[src/hw/rtl/ets_pkg.sv]
// Shared types, token codes and character classes for the expression token scanner.
package ets_pkg;

	localparam int unsigned KIND_W = 4;
	localparam int unsigned FIELD_W = 16;

	localparam logic [KIND_W-1:0] KIND_ERROR = 4'd0;
	localparam logic [KIND_W-1:0] KIND_END = 4'd1;
	localparam logic [KIND_W-1:0] KIND_NUMBER = 4'd2;
	localparam logic [KIND_W-1:0] KIND_IDENT = 4'd3;
	localparam logic [KIND_W-1:0] KIND_PLUS = 4'd4;
	localparam logic [KIND_W-1:0] KIND_MINUS = 4'd5;
	localparam logic [KIND_W-1:0] KIND_STAR = 4'd6;
	localparam logic [KIND_W-1:0] KIND_SLASH = 4'd7;
	localparam logic [KIND_W-1:0] KIND_CARET = 4'd8;
	localparam logic [KIND_W-1:0] KIND_OPEN = 4'd9;
	localparam logic [KIND_W-1:0] KIND_CLOSE = 4'd10;

	localparam logic [7:0] CH_NUL = 8'h00;
	localparam logic [7:0] CH_TAB = 8'h09;
	localparam logic [7:0] CH_LF = 8'h0A;
	localparam logic [7:0] CH_CR = 8'h0D;
	localparam logic [7:0] CH_SPACE = 8'h20;
	localparam logic [7:0] CH_DOT = 8'h2E;
	localparam logic [7:0] CH_UNDER = 8'h5F;
	localparam logic [7:0] CH_OPEN = 8'h28;
	localparam logic [7:0] CH_CLOSE = 8'h29;
	localparam logic [7:0] CH_PLUS = 8'h2B;
	localparam logic [7:0] CH_MINUS = 8'h2D;
	localparam logic [7:0] CH_STAR = 8'h2A;
	localparam logic [7:0] CH_SLASH = 8'h2F;
	localparam logic [7:0] CH_CARET = 8'h5E;
	localparam logic [7:0] CH_0 = 8'h30;
	localparam logic [7:0] CH_9 = 8'h39;
	localparam logic [7:0] CH_LA = 8'h61;
	localparam logic [7:0] CH_LZ = 8'h7A;
	localparam logic [7:0] CH_UA = 8'h41;
	localparam logic [7:0] CH_UZ = 8'h5A;

	typedef struct packed {
		logic [KIND_W-1:0]  kind;
		logic [FIELD_W-1:0] start;
		logic [FIELD_W-1:0] length;
		logic               last;
	} ets_result_t;

	// up to two results from one byte, packed toward slot0
	typedef struct packed {
		logic [1:0]  cnt;
		ets_result_t slot0;
		ets_result_t slot1;
	} ets_burst_t;

	function automatic logic is_decimal(input logic [7:0] c);
		return (c >= CH_0) && (c <= CH_9);
	endfunction

	function automatic logic is_word_head(input logic [7:0] c);
		return ((c >= CH_LA) && (c <= CH_LZ)) || ((c >= CH_UA) && (c <= CH_UZ)) ||
			(c == CH_UNDER);
	endfunction

	function automatic logic is_space(input logic [7:0] c);
		return (c == CH_SPACE) || (c == CH_TAB) || (c == CH_CR) || (c == CH_LF);
	endfunction

	function automatic logic [KIND_W-1:0] single_kind(input logic [7:0] c);
		logic [KIND_W-1:0] k;
		case (c)
			CH_PLUS:  k = KIND_PLUS;
			CH_MINUS: k = KIND_MINUS;
			CH_STAR:  k = KIND_STAR;
			CH_SLASH: k = KIND_SLASH;
			CH_CARET: k = KIND_CARET;
			CH_OPEN:  k = KIND_OPEN;
			CH_CLOSE: k = KIND_CLOSE;
			default:  k = KIND_ERROR;
		endcase
		return k;
	endfunction

endpackage

[src/hw/rtl/ets_scan.sv]
// Scan state, byte classification and token formation for one byte a cycle while adv is high.
module ets_scan #(
	parameter int unsigned MAX_TEXT_LENGTH = 65535
) (
	input  logic               clk,
	input  logic               arst_n,
	input  logic               adv,
	input  logic [7:0]         text_byte,
	output ets_pkg::ets_burst_t burst
);

	localparam int unsigned POS_W = $clog2(MAX_TEXT_LENGTH + 1);
	localparam logic [POS_W-1:0] MAX_POS = POS_W'(MAX_TEXT_LENGTH);

	typedef enum logic [1:0] {
		MODE_IDLE,
		MODE_INT,
		MODE_FRAC,
		MODE_IDENT
	} mode_t;

	mode_t            mode_q, mode_d;
	logic [POS_W-1:0] pos_q;
	logic [POS_W-1:0] pend_q, pend_d;
	logic [POS_W-1:0] len_full;
	logic [15:0]      pos16, pend16, len16;
	logic             cont;
	logic             flush_v, cur_v;
	ets_pkg::ets_result_t flush_r, cur_r;

	assign len_full = pos_q - pend_q;

	if (POS_W >= 16) begin : g_trunc
		assign pos16 = pos_q[15:0];
		assign pend16 = pend_q[15:0];
		assign len16 = len_full[15:0];
	end else begin : g_ext
		assign pos16 = {{(16 - POS_W){1'b0}}, pos_q};
		assign pend16 = {{(16 - POS_W){1'b0}}, pend_q};
		assign len16 = {{(16 - POS_W){1'b0}}, len_full};
	end

	always_comb begin
		cont = 1'b0;
		mode_d = mode_q;
		pend_d = pend_q;
		case (mode_q)
			MODE_INT: begin
				if (ets_pkg::is_decimal(text_byte)) begin
					cont = 1'b1;
				end else if (text_byte == ets_pkg::CH_DOT) begin
					cont = 1'b1;
					mode_d = MODE_FRAC;
				end
			end
			MODE_FRAC: cont = ets_pkg::is_decimal(text_byte);
			MODE_IDENT: cont = ets_pkg::is_word_head(text_byte) || ets_pkg::is_decimal(text_byte);
			default: cont = 1'b0;
		endcase

		flush_v = !cont && (mode_q != MODE_IDLE);
		flush_r.kind = (mode_q == MODE_IDENT) ? ets_pkg::KIND_IDENT : ets_pkg::KIND_NUMBER;
		flush_r.start = pend16;
		flush_r.length = len16;
		flush_r.last = 1'b0;

		cur_v = 1'b0;
		cur_r.kind = ets_pkg::single_kind(text_byte);
		cur_r.start = pos16;
		cur_r.length = 16'd1;
		cur_r.last = 1'b1;

		if (!cont) begin
			mode_d = MODE_IDLE;
			if (text_byte == ets_pkg::CH_NUL) begin
				cur_v = 1'b1;
				cur_r.kind = ets_pkg::KIND_END;
				cur_r.length = 16'd0;
			end else if (ets_pkg::is_space(text_byte)) begin
				cur_v = 1'b0;
			end else if (ets_pkg::is_decimal(text_byte)) begin
				mode_d = MODE_INT;
				pend_d = pos_q;
			end else if (ets_pkg::is_word_head(text_byte)) begin
				mode_d = MODE_IDENT;
				pend_d = pos_q;
			end else begin
				cur_v = 1'b1;
			end
		end

		// compact: the flushed token goes first
		burst.slot1 = cur_r;
		if (flush_v) begin
			burst.slot0 = flush_r;
			burst.slot0.last = !cur_v;
		end else begin
			burst.slot0 = cur_r;
		end
		burst.cnt = {1'b0, flush_v} + {1'b0, cur_v};
	end

	always_ff @(posedge clk or negedge arst_n) begin
		if (!arst_n) begin
			mode_q <= MODE_IDLE;
			pos_q <= '0;
			pend_q <= '0;
		end else if (adv) begin
			mode_q <= mode_d;
			if (text_byte == ets_pkg::CH_NUL) begin
				pos_q <= '0;
				pend_q <= '0;
			end else begin
				pend_q <= pend_d;
				if (pos_q < MAX_POS) begin
					pos_q <= pos_q + 1'b1;
				end
			end
		end
	end

endmodule

[src/hw/rtl/ets_queue.sv]
// Four-entry result queue: takes up to two results a cycle, hands out one per beat.
module ets_queue (
	input  logic                 clk,
	input  logic                 arst_n,
	input  logic                 push_en,
	input  ets_pkg::ets_burst_t  burst,
	output logic                 space2,
	output logic                 head_valid,
	input  logic                 head_pop,
	output ets_pkg::ets_result_t head
);

	ets_pkg::ets_result_t mem [4];
	logic [1:0] wr_q, rd_q;
	logic [2:0] count_q;
	logic [1:0] push_cnt;
	logic       pop;

	assign space2 = (count_q <= 3'd2);
	assign head_valid = (count_q != 3'd0);
	assign head = mem[rd_q];
	assign pop = head_valid && head_pop;
	assign push_cnt = push_en ? burst.cnt : 2'd0;

	always_ff @(posedge clk) begin
		if (push_cnt != 2'd0) begin
			mem[wr_q] <= burst.slot0;
		end
		if (push_cnt == 2'd2) begin
			mem[wr_q + 2'd1] <= burst.slot1;
		end
	end

	always_ff @(posedge clk or negedge arst_n) begin
		if (!arst_n) begin
			wr_q <= '0;
			rd_q <= '0;
			count_q <= '0;
		end else begin
			wr_q <= wr_q + push_cnt;
			if (pop) begin
				rd_q <= rd_q + 2'd1;
			end
			count_q <= count_q + {1'b0, push_cnt} - {2'b0, pop};
		end
	end

endmodule

[src/hw/rtl/expression_token_scanner_core.sv]
// A byte accepted on s_axis is held in the input stage, scanned there once the queue has room
// for two results, and its tokens are registered into the result queue that drives m_axis.
// Throughput: one byte per cycle while each byte yields at most one token and m_axis is not
// held off; a byte that flushes a pending token and makes one of its own needs two output
// beats, so the single-beat output port sets the sustained rate.
// Reset (arst_n low, asynchronous): scanner idle, offsets zero, input stage and queue empty.
module expression_token_scanner_core #(
	parameter int unsigned MAX_TEXT_LENGTH = 65535
) (
	input  logic        clk,
	input  logic        arst_n,
	input  logic        s_axis_tvalid,
	output logic        s_axis_tready,
	input  logic [7:0]  s_axis_tdata,   // [7:0] text_byte
	output logic        m_axis_tvalid,
	input  logic        m_axis_tready,
	output logic [39:0] m_axis_tdata,   // [3:0] token_kind, [19:4] token_start,
	                                    // [35:20] token_length, [39:36] zero
	output logic        m_axis_tlast    // last_of_run
);

	// input stage: one byte held while the queue lacks room for two results
	logic       valid_s1;
	logic [7:0] byte_s1;
	logic       adv;
	logic       space2;

	ets_pkg::ets_burst_t  burst;
	ets_pkg::ets_result_t head;

	// scan the held byte only when both worst-case results fit
	assign adv = valid_s1 && space2;
	assign s_axis_tready = !valid_s1 || adv;

	always_ff @(posedge clk or negedge arst_n) begin
		if (!arst_n) begin
			valid_s1 <= 1'b0;
		end else if (s_axis_tready) begin
			valid_s1 <= s_axis_tvalid;
		end
	end

	// payload: load on every beat taken
	always_ff @(posedge clk) begin
		if (s_axis_tready && s_axis_tvalid) begin
			byte_s1 <= s_axis_tdata;
		end
	end

	ets_scan #(
		.MAX_TEXT_LENGTH(MAX_TEXT_LENGTH)
	) u_scan (
		.clk      (clk),
		.arst_n   (arst_n),
		.adv      (adv),
		.text_byte(byte_s1),
		.burst    (burst)
	);

	// result queue parts the scanner from output back-pressure
	ets_queue u_queue (
		.clk       (clk),
		.arst_n    (arst_n),
		.push_en   (adv),
		.burst     (burst),
		.space2    (space2),
		.head_valid(m_axis_tvalid),
		.head_pop  (m_axis_tready),
		.head      (head)
	);

	assign m_axis_tdata = {4'b0, head.length, head.start, head.kind};
	assign m_axis_tlast = head.last;

endmodule

[config.mk]
export PLATFORM = sky130hd
export DESIGN_NAME = expression_token_scanner_core
export DESIGN_NICKNAME = d
export VERILOG_FILES = /design/src/hw/rtl/ets_pkg.sv /design/src/hw/rtl/ets_scan.sv /design/src/hw/rtl/ets_queue.sv /design/src/hw/rtl/expression_token_scanner_core.sv
export SDC_FILE = /design/constraint.sdc
export NUM_CORES = 1
export LEC_CHECK = 0
export ABC_AREA = 1
export BUFFER_PORTS_ARGS = -buffer_cell sky130_fd_sc_hd__buf_2
export CAP_MARGIN = 20
export CORE_ASPECT_RATIO = 0.5
export CORE_MARGIN = 8
export CORE_UTILIZATION = 60
export DETAILED_ROUTE_END_ITERATION = 6
export GPL_ROUTABILITY_DRIVEN = 1
export MAX_ROUTING_LAYER = met4
export PLACE_DENSITY = 0.8
export SLEW_MARGIN = 10
export SYNTH_ARGS = -nofsm -noshare
export SYNTH_HDL_FRONTEND = slang
export SYNTH_SLANG_ARGS = --single-unit
[constraint.sdc]
create_clock -name clk -period 5.5 [get_ports clk]
set_clock_uncertainty 0.2 [all_clocks]
set_input_delay 0 -clock clk [delete_from_list [all_inputs] [get_ports clk]]
set_output_delay 0 -clock clk [all_outputs]
set_load 0.05 [all_outputs]
==> results of run 1 <==
==> critical path: stages, from the launching register on <==
cell	delay, ps
edfxtp_1	520
inv_2	120
nand3_2	120
nand2_1	100
nand3_2	110
a21oi_1	290
nand2_1	100
nor2_1	270
ha_1	290
inv_1	130
nor2_1	120
nor2_2	180
inv_1	90
nand2_1	130
clkinv_1	410
buf_4	400
nand3_1	130
nand2_1	70
==> per-stage QoR <==
stage,utilization,worst slack [ps]
global route,0.660,1210
global placement,0.622,1560
floorplan,-,2130
CTS,0.658,1520
detailed placement,0.622,1540
finish,0.660,1460
==> cell type report <==
| class | instances | area share |
|---|---|---|
| clock inverter | 15 | 0.00982 |
| tap | 240 | 0.0248 |
| multi-input combinational | 1066 | 0.429 |
| sequential | 198 | 0.421 |
| inverter | 121 | 0.0375 |
| timing repair buffer | 79 | 0.0422 |
| clock buffer | 17 | 0.0351 |
==> power breakdown <==
group / internal (mW) / switching (mW) / leakage, nW
Sequential: 2.01 / 0.237 / 1.94
Clock: 0.590 / 0.601 / 0.256
Combinational: 1.17 / 3.55 / 3.32
==> cells in the mapped netlist, types with 9 or more instances <==
cell type / n / area share
dfrtp_1: 42 / 0.094
nand4_1: 20 / 0.011
nand2_1: 514 / 0.17
dfxtp_1: 64 / 0.11
inv_2: 10 / 0.0034
a21oi_1: 17 / 0.0076
xor2_1: 13 / 0.010
clkbuf_1: 30 / 0.010
buf_4: 10 / 0.0067
inv_1: 107 / 0.036
ha_1: 21 / 0.023
nor2_1: 128 / 0.043
edfxtp_1: 92 / 0.25
o21ai_0: 92 / 0.041
nand4_4: 9 / 0.017
buf_2: 28 / 0.013
o22ai_1: 37 / 0.021
nand3_1: 135 / 0.060
nor3_1: 15 / 0.0067
nor2_4: 11 / 0.011
==> registers in the layout, indices dropped and copies added, names as in the netlist <==
signal           cells
u_queue.wr_q         2
u_queue.mem        148
byte_s1              8
u_scan.pos16        16
u_queue.rd_q         2
u_scan.mode_q        2
valid_s1             1
u_scan.pend16       16
u_queue.count_q      3
==> metal layers <==
metal,up-vias,part of all wire,track usage
met1,4868,0.43,0.349
met5,-,0,-
met2,481,0.46,0.431
met4,0,0.016,0.0738
li1,4800,-,-
met3,49,0.096,0.0598
==> kinds of logic after synthesis <==
| logic type | synth area share |
|---|---|
| AOI/OAI and AO/OA | 0.0785 |
| xor gates and xnor gates | 0.0164 |
| adders and majority gates | 0.0271 |
| buffers and inverters | 0.0815 |
| DFF | 0.455 |
| other | 0.000335 |
| and+or+nand+nor | 0.341 |
==> worst paths after layout <==
check                                   startpoint            endpoint  cells past startpoint
min in group asynchronous                   arst_n    u_scan.pos16[11]                      3
worst min-delay path               s_axis_tdata[6]          byte_s1[6]                      2
worst max register to register          byte_s1[1]  u_queue.mem[2][25]                     17
worst max-delay path                    byte_s1[1]  u_queue.mem[2][25]                     17
worst min register to register  u_queue.mem[2][10]  u_queue.mem[2][10]                      2
max in group asynchronous                   arst_n     u_queue.rd_q[0]                      4
==> repair_timing <==
action	CTS	global route
endpoints found under the hold margin	61	10
setup buffers	0	0
hold buffers	11	1
==> impl_summary.txt, run 1 <==
----------------------------------------------------
[STA]
  Headroom to the max-slew limit ... 0.399
  Slew at the pin with the worst max-slew slack ... approximately 900 ps
  Hold slack ... approximately 75 ps
  Shortest clock period the worst path allows after layout ... just over 4000 ps
  Post-route fraction of the period consumed by the critical path ... 0.734
  Max Slew Vio Count ... 0
  Hold Fails Final Rpt ... 0
  Highest clock rate ... 248 MHz
  Setup violations, final ... 0
  Setup tns final ... 0 ps
  RSZ-0062 raised after global routing ... false

[Synthesis]
  Count of distinct cell types in the synthesized netlist ... 41
  Primary FF master, synth ... edfxtp_1
  Register area share after synthesis ... 0.455
  Share of synthesized flip-flops with an asynchronous set or reset ... 0.212
  Mean post-synth cell area ... 7.66 um2
  Cell area after synthesis ... 11200 um2
  Yosys warns ... 0
  Number of instances in the synthesized netlist ... ~1500
  Count of state elements after synthesis ... roughly 200
  EDFF count, synth ... 92

[Route]
  Count of vias placed by the detailed router ... approximately 10000
  DRC viols ... 0
  Total wire length ... 31400 um
  Number of routed nets with antenna violations ... 0
  Wire length per cell after detailed routing ... between 15 and 20 um
  Pre-antenna DRT Iters ... 5
  Starting DRT DRC Count ... approximately 950
  Routed vias/inst ... 5.87

[Pwr]
  Leak Pwr ... 5.52 nW
  Total chip power ... roughly 8.2 mW
  Power per Cell Area ... 674 nW/um2
  Worst ir drop on vdd ... between 300 and 400 uV

[Worst setup path]
  Startpoint class of the critical path ... flip-flop
  Worst setup slack for register-to-register paths ... between 1000 and 1500 ps
  Arrival time of the worst setup path ... 4020 ps
  Setup Crit Path Kind ... flip-flop to flip-flop
  Largest fanout of any net on the critical path ... 20
  Data required time at the worst endpoint ... approximately 5500 ps
  Sort of element at the end of the critical path ... flip-flop

[Clocking]
  Clk Tree Root Cell ... clkbuf_16
  Num CTS Buffers ... 17
  Buffers from clock root to sink, at most ... 2
  Clock slew at the register clock pins of the worst setup and hold paths ... about 70 ps
  Clock sink total ... between 150 and 200
  CTS tree ... done
  H-tree level count ... 4
  Number of gates given a new drive strength after cts ... 0
  Clock latency reported for the late side of the worst-skew pair ... about 430 ps

[Place]
  Placed wire-length estimate ... around 22000 um
  Routability congestion estimate from global placement ... roughly 0.94
  Placed cell areas ... 11400 um2
  I/O Buffers ... 50
  Placed Cells ... 1690

[Status]
  Outcome ... finished clean

[Global routing]
  Tot GR Track Use ... 0.271
  Residual overflow from global routing ... 0
  Number of antenna violations at the first check in global routing ... 0
  First-pass GRT wire length ... around 50000 um
  Largest net degree at the start of global routing ... 76
  Via count of the first global-routing pass ... slightly below 10000

[Layout]
  Diode insertion count for antenna repair ... 0
  Number of nets in the layout ... roughly 1500
  Post-route cell area ... approximately 12000 um2
  Footprint of the multi-input gates ... approximately 5200 um2
  Area Overhead vs Synth ... 8.13%
  Commonest cells after routing, fill and taps aside ... nand2_1, nand3_1, nor2_1
  Most common cell after layout, fill and taps aside ... nand2_1
  Post-route insts no fill ... about 1700
  Area occupied by registers ... 5100 um2
  Fillcell total ... approximately 1600
  Layout cells sized above 1 ... 0.101

[Floorplanning]
  Row count ... 35
  Area inside the core boundary ... 18300 um2
  Die Y-Extent ... ~110 um
  Number of placed I/O pins ... 55
  Die width ... roughly 210 um
  Starting density of the core ... 0.610
  Area of the die ... 23500 um2

[Job]
  Max cap viols ... 0

[Hold path]
  Hold Crit Class ... primary input to flip-flop

----------------------------------------------------
Power figures use the tool's default switching activity.
==> inputs of run 2 (changes only) <==
ABC_AREA = 0   (was 1)
PLACE_DENSITY = 0.81   (was 0.8)
clock period = 3.91 ns   (was 5.5 ns; I/O delays follow)
==> impl_summary.txt, run 2 <==
----------------------------------------------------
[Status]
  Outcome ... finished clean

[Route]
  Routed vias/inst ... 6.54 (+11%)
  Number of routed nets with antenna violations ... 0 (unchanged)
  DRC viols ... 0 (unchanged)
  Total wire length ... 25000 um (-20%)
  Count of vias placed by the detailed router ... 7106 (-30%)
  Pre-antenna DRT Iters ... 5 (unchanged)
  Starting DRT DRC Count ... 862 (-9.0%)
  Wire length per cell after detailed routing ... 23.0 um (+27%)

[Worst setup path]
  Worst setup slack for register-to-register paths ... 190 ps (-1280 ps)
  Sequence of cells on the critical path ... buf_4 > a21oi_1 > nand4b_1 > o2111ai_4 > buf_4 > o21ai_4 > inv_4 > ha_1 > o21ai_1 > buf_4 > or2_2 > o21ai_4 > a22o_1
  Largest incremental delay on the critical path ... 580 ps (+60 ps)
  Reg-to-Reg End ... u_queue.mem[1][31]
  Arrival time of the worst setup path ... 3830 ps (-190 ps)
  Startpoint class of the critical path ... flip-flop
  Sort of element at the end of the critical path ... flip-flop
  Worst-case reg-to-reg path depth ... 13 (-4)
  Slowest cell on crit path ... o21ai_4
  Setup Crit Path Kind ... flip-flop to flip-flop
  Most used cell along the critical path ... buf_4
  Data required time at the worst endpoint ... 4010 ps (-1470 ps)
  Startpoint of the most critical register-to-register path ... byte_s1[2]
  Largest fanout of any net on the critical path ... 18 (-10%)

[Floorplanning]
  Starting density of the core ... 0.619 (+0.00918)
  Number of placed I/O pins ... 55 (unchanged)
  Row count ... 32 (-8.6%)
  Area of the die ... 20600 um2 (-13%)
  Die width ... 195 um (-6.7%)
  Die Y-Extent ... 106 um (-6.3%)
  Area inside the core boundary ... 15500 um2 (-15%)

[Pwr]
  Power per Cell Area ... 870 nW/um2 (+29%)
  Worst ir drop on vdd ... 419 uV (+18%)
  Net switching power figure ... 4.35 mW (-0.89%)
  Portion of total power attributed to the clock network ... 0.179 (+0.033)
  Reg power frac ... 0.331 (+0.055)
  Internal power consumption ... 5.15 mW (+37%)
  Combinational share of power ... 0.490 (-0.088)
  Fraction of power spent switching nets ... 0.458 (-0.0803)
  Leak Pwr ... 4.19 nW (-24%)

[Global routing]
  Largest net degree at the start of global routing ... 43 (-43%)
  Number of antenna violations at the first check in global routing ... 0 (unchanged)
  Residual overflow from global routing ... 0 (unchanged)
  Tot GR Track Use ... 0.252 (-0.0197)
  Via count of the first global-routing pass ... 6964 (-27%)
  First-pass GRT wire length ... 39300 um (-21%)

[Synthesis]
  Most common cell in the synthesized netlist ... a22o_1
  Cell taking the most area after synthesis ... edfxtp_1
  Mean post-synth cell area ... 12.0 um2 (+56%)
  Share of synthesized flip-flops with an asynchronous set or reset ... 0.212 (unchanged)
  Count of state elements after synthesis ... 198 (unchanged)
  Register area share after synthesis ... 0.530 (+0.0745)
  Number of instances in the synthesized netlist ... 803 (-45%)
  Count of distinct cell types in the synthesized netlist ... 65 (+59%)
  Primary FF master, synth ... edfxtp_1
  Fraction of post-synthesis cell area in the top cell type by area ... 0.287 (+0.0404)
  Dominant cells by area after synthesis ... edfxtp_1, dfxtp_1, dfrtp_1, a22o_1, mux4_2
  EDFF count, synth ... 92 (unchanged)
  Ranking of synthesized cells by instance count ... a22o_1, edfxtp_1, nand2_1, dfxtp_1, o21ai_0
  Yosys warns ... 0 (unchanged)
  Cell area after synthesis ... 9620 um2 (-14%)

[Layout]
  Register bank with the most flops ... u_queue.mem
  Post-route insts no fill ... 1086 (-37%)
  Area occupied by registers ... 5100 um2 (unchanged)
  Most common cell after layout, fill and taps aside ... a22o_1
  Fillcell total ... 1105 (-29%)
  Footprint of the multi-input gates ... 4150 um2 (-20%)
  Layout cells sized above 1 ... 0.203 (+0.102)
  Commonest cells after routing, fill and taps aside ... a22o_1, edfxtp_1, nand2_1
  Post-route cell area ... 10900 um2 (-9.8%)
  Flip-flop count of the largest register after layout ... 148 (unchanged)
  Number of nets in the layout ... 904 (-40%)
  Diode insertion count for antenna repair ... 0 (unchanged)
  Area Overhead vs Synth ... 13.5%

[Clocking]
  Num CTS Buffers ... 17 (unchanged)
  Clock latency reported for the late side of the worst-skew pair ... 440 ps (about the same)
  H-tree level count ... 4 (unchanged)
  Clock sink total ... 198 (unchanged)
  Count of buffers added by post-CTS timing repair for setup ... 0 (unchanged)
  Clk Tree Root Cell ... clkbuf_16
  Clock slew at the register clock pins of the worst setup and hold paths ... 80 ps (about the same)
  CTS tree ... done
  Buffers from clock root to sink, at most ... 2 (unchanged)

[STA]
  Hold Fails Final Rpt ... 0 (unchanged)
  Highest clock rate ... 269 MHz (+8.4%)
  Hold slack ... 67.2 ps (-7.58 ps)
  Worst Slack Setup Final ... 188 ps (-1280 ps)
  Setup violations, final ... 0 (unchanged)
  Post-route fraction of the period consumed by the critical path ... 0.952 (+0.218)
  Headroom to the max-slew limit ... 0.432 (+0.0334)
  Setup tns final ... 0 ps (unchanged)
  Slew at the pin with the worst max-slew slack ... 845 ps (-52.8 ps)
  Max Slew Vio Count ... 0 (unchanged)
  Shortest clock period the worst path allows after layout ... 3720 ps (-314 ps)
  RSZ-0062 raised after global routing ... true

[Place]
  Placed wire-length estimate ... 16700 um (-24%)
  Dpl ws ... 143 ps (-1390 ps)
  Routability congestion estimate from global placement ... 0.907 (-3.1%)
  Placed Cells ... 1041 (-38%)
  I/O Buffers ... 50 (unchanged)
  Placed cell areas ... 10200 um2 (-11%)

[Job]
  Max cap viols ... 0 (unchanged)

[Hold path]
  Worst Hold Path Cells ... 2 (unchanged)
  Worst min-delay path startpoint ... s_axis_tdata[5]
  Hold Crit Class ... primary input to flip-flop
  Hold Crit Endpoint ... byte_s1[5]

----------------------------------------------------
-- run 2: changes by cell type in the layout (fill, tap and decap cells not counted), sizes merged, moves of 9 or more --
cell | before | now
mux4 | 0 | 37
inv | 124 | 38
o21ai | 100 | 67
o22ai | 37 | 8
buf | 66 | 88
nor3 | 16 | 7
nand3 | 141 | 13
nor2 | 141 | 43
a22o | 0 | 101
nand4 | 29 | 7
nand2 | 522 | 69
-- run 2: power groups by stage --
stage,Clock [mW],Sequential (mW),Combinational (mW)
6_report,1.70,3.14,4.65
4_1_cts,1.71,3.13,4.59
3_5_place_dp,0,3.17,4.55
2_1_floorplan,0,2.97,3.39
3_3_place_gp,0,3.14,4.44
5_1_grt,1.79,3.20,4.92
-- run 2: critical path: cells and delay by family (launching register included) --
kind                       cells  cell delay (ps)
DFF                            1              520
and+or+nand+nor                2              500
buffers and inverters          4              640
adders and majority gates      1              290
AOI/OAI and AO/OA              6             1440
-- run 2: kinds of logic after synthesis --
family / Yosys count / share of synthesized area
AOI/OAI and AO/OA: 239 / 0.186
xor gates and xnor gates: 28 / 0.0255
adders and majority gates: 23 / 0.0315
buffers and inverters: 87 / 0.0414
DFF: 198 / 0.530
muxes: 37 / 0.0866
other: 1 / 0.000390
and+or+nand+nor: 190 / 0.0992
-- run 2: area by class of cell --
class,count,share of cell area
Clock buffer,17,0.0390
Clock inverter,15,0.0127
Tap cell,204,0.0234
Multi-Input combinational cell,521,0.380
Inverter,31,0.0112
Sequential cell,198,0.467
Timing Repair Buffer,100,0.0669
-- run 2: worst max-delay path by stage --
stage                     slack (ps)  startpoint                 end  cells past startpoint
after floorplan                    3  byte_s1[1]   u_queue.mem[0][0]                     11
final                            190  byte_s1[2]  u_queue.mem[1][31]                     13
after CTS                        110  byte_s1[2]  u_queue.mem[3][18]                     13
after global placement           300  byte_s1[2]  u_queue.mem[3][29]                     13
after detailed placement         140  byte_s1[2]  u_queue.mem[3][18]                     13
after global routing              -7  byte_s1[2]  u_queue.mem[3][18]                     13
-- run 2: per-stage QoR --
step                      power, mW   util
final                          9.50  0.703
after global placement         7.58  0.657
after floorplan                6.36      -
after CTS                      9.44  0.700
after global routing           9.91  0.703
after detailed placement       7.72  0.657
-- run 2: routing by layer --
metal / wire length [um] / vias to the layer above / GRT usage
met4: 311 / 0 / 0.0516
met5: 0 / - / -
met3: 2940 / 36 / 0.0746
met2: 11100 / 396 / 0.373
li1: - / 3179 / -
met1: 10700 / 3495 / 0.342
-- run 2: repair_timing --
item                                   4_1_cts  5_1_grt
endpoints found under the hold margin       61       10
hold buffers                                11        1
setup endpoints to repair                    0       22
resized for setup                            0        2
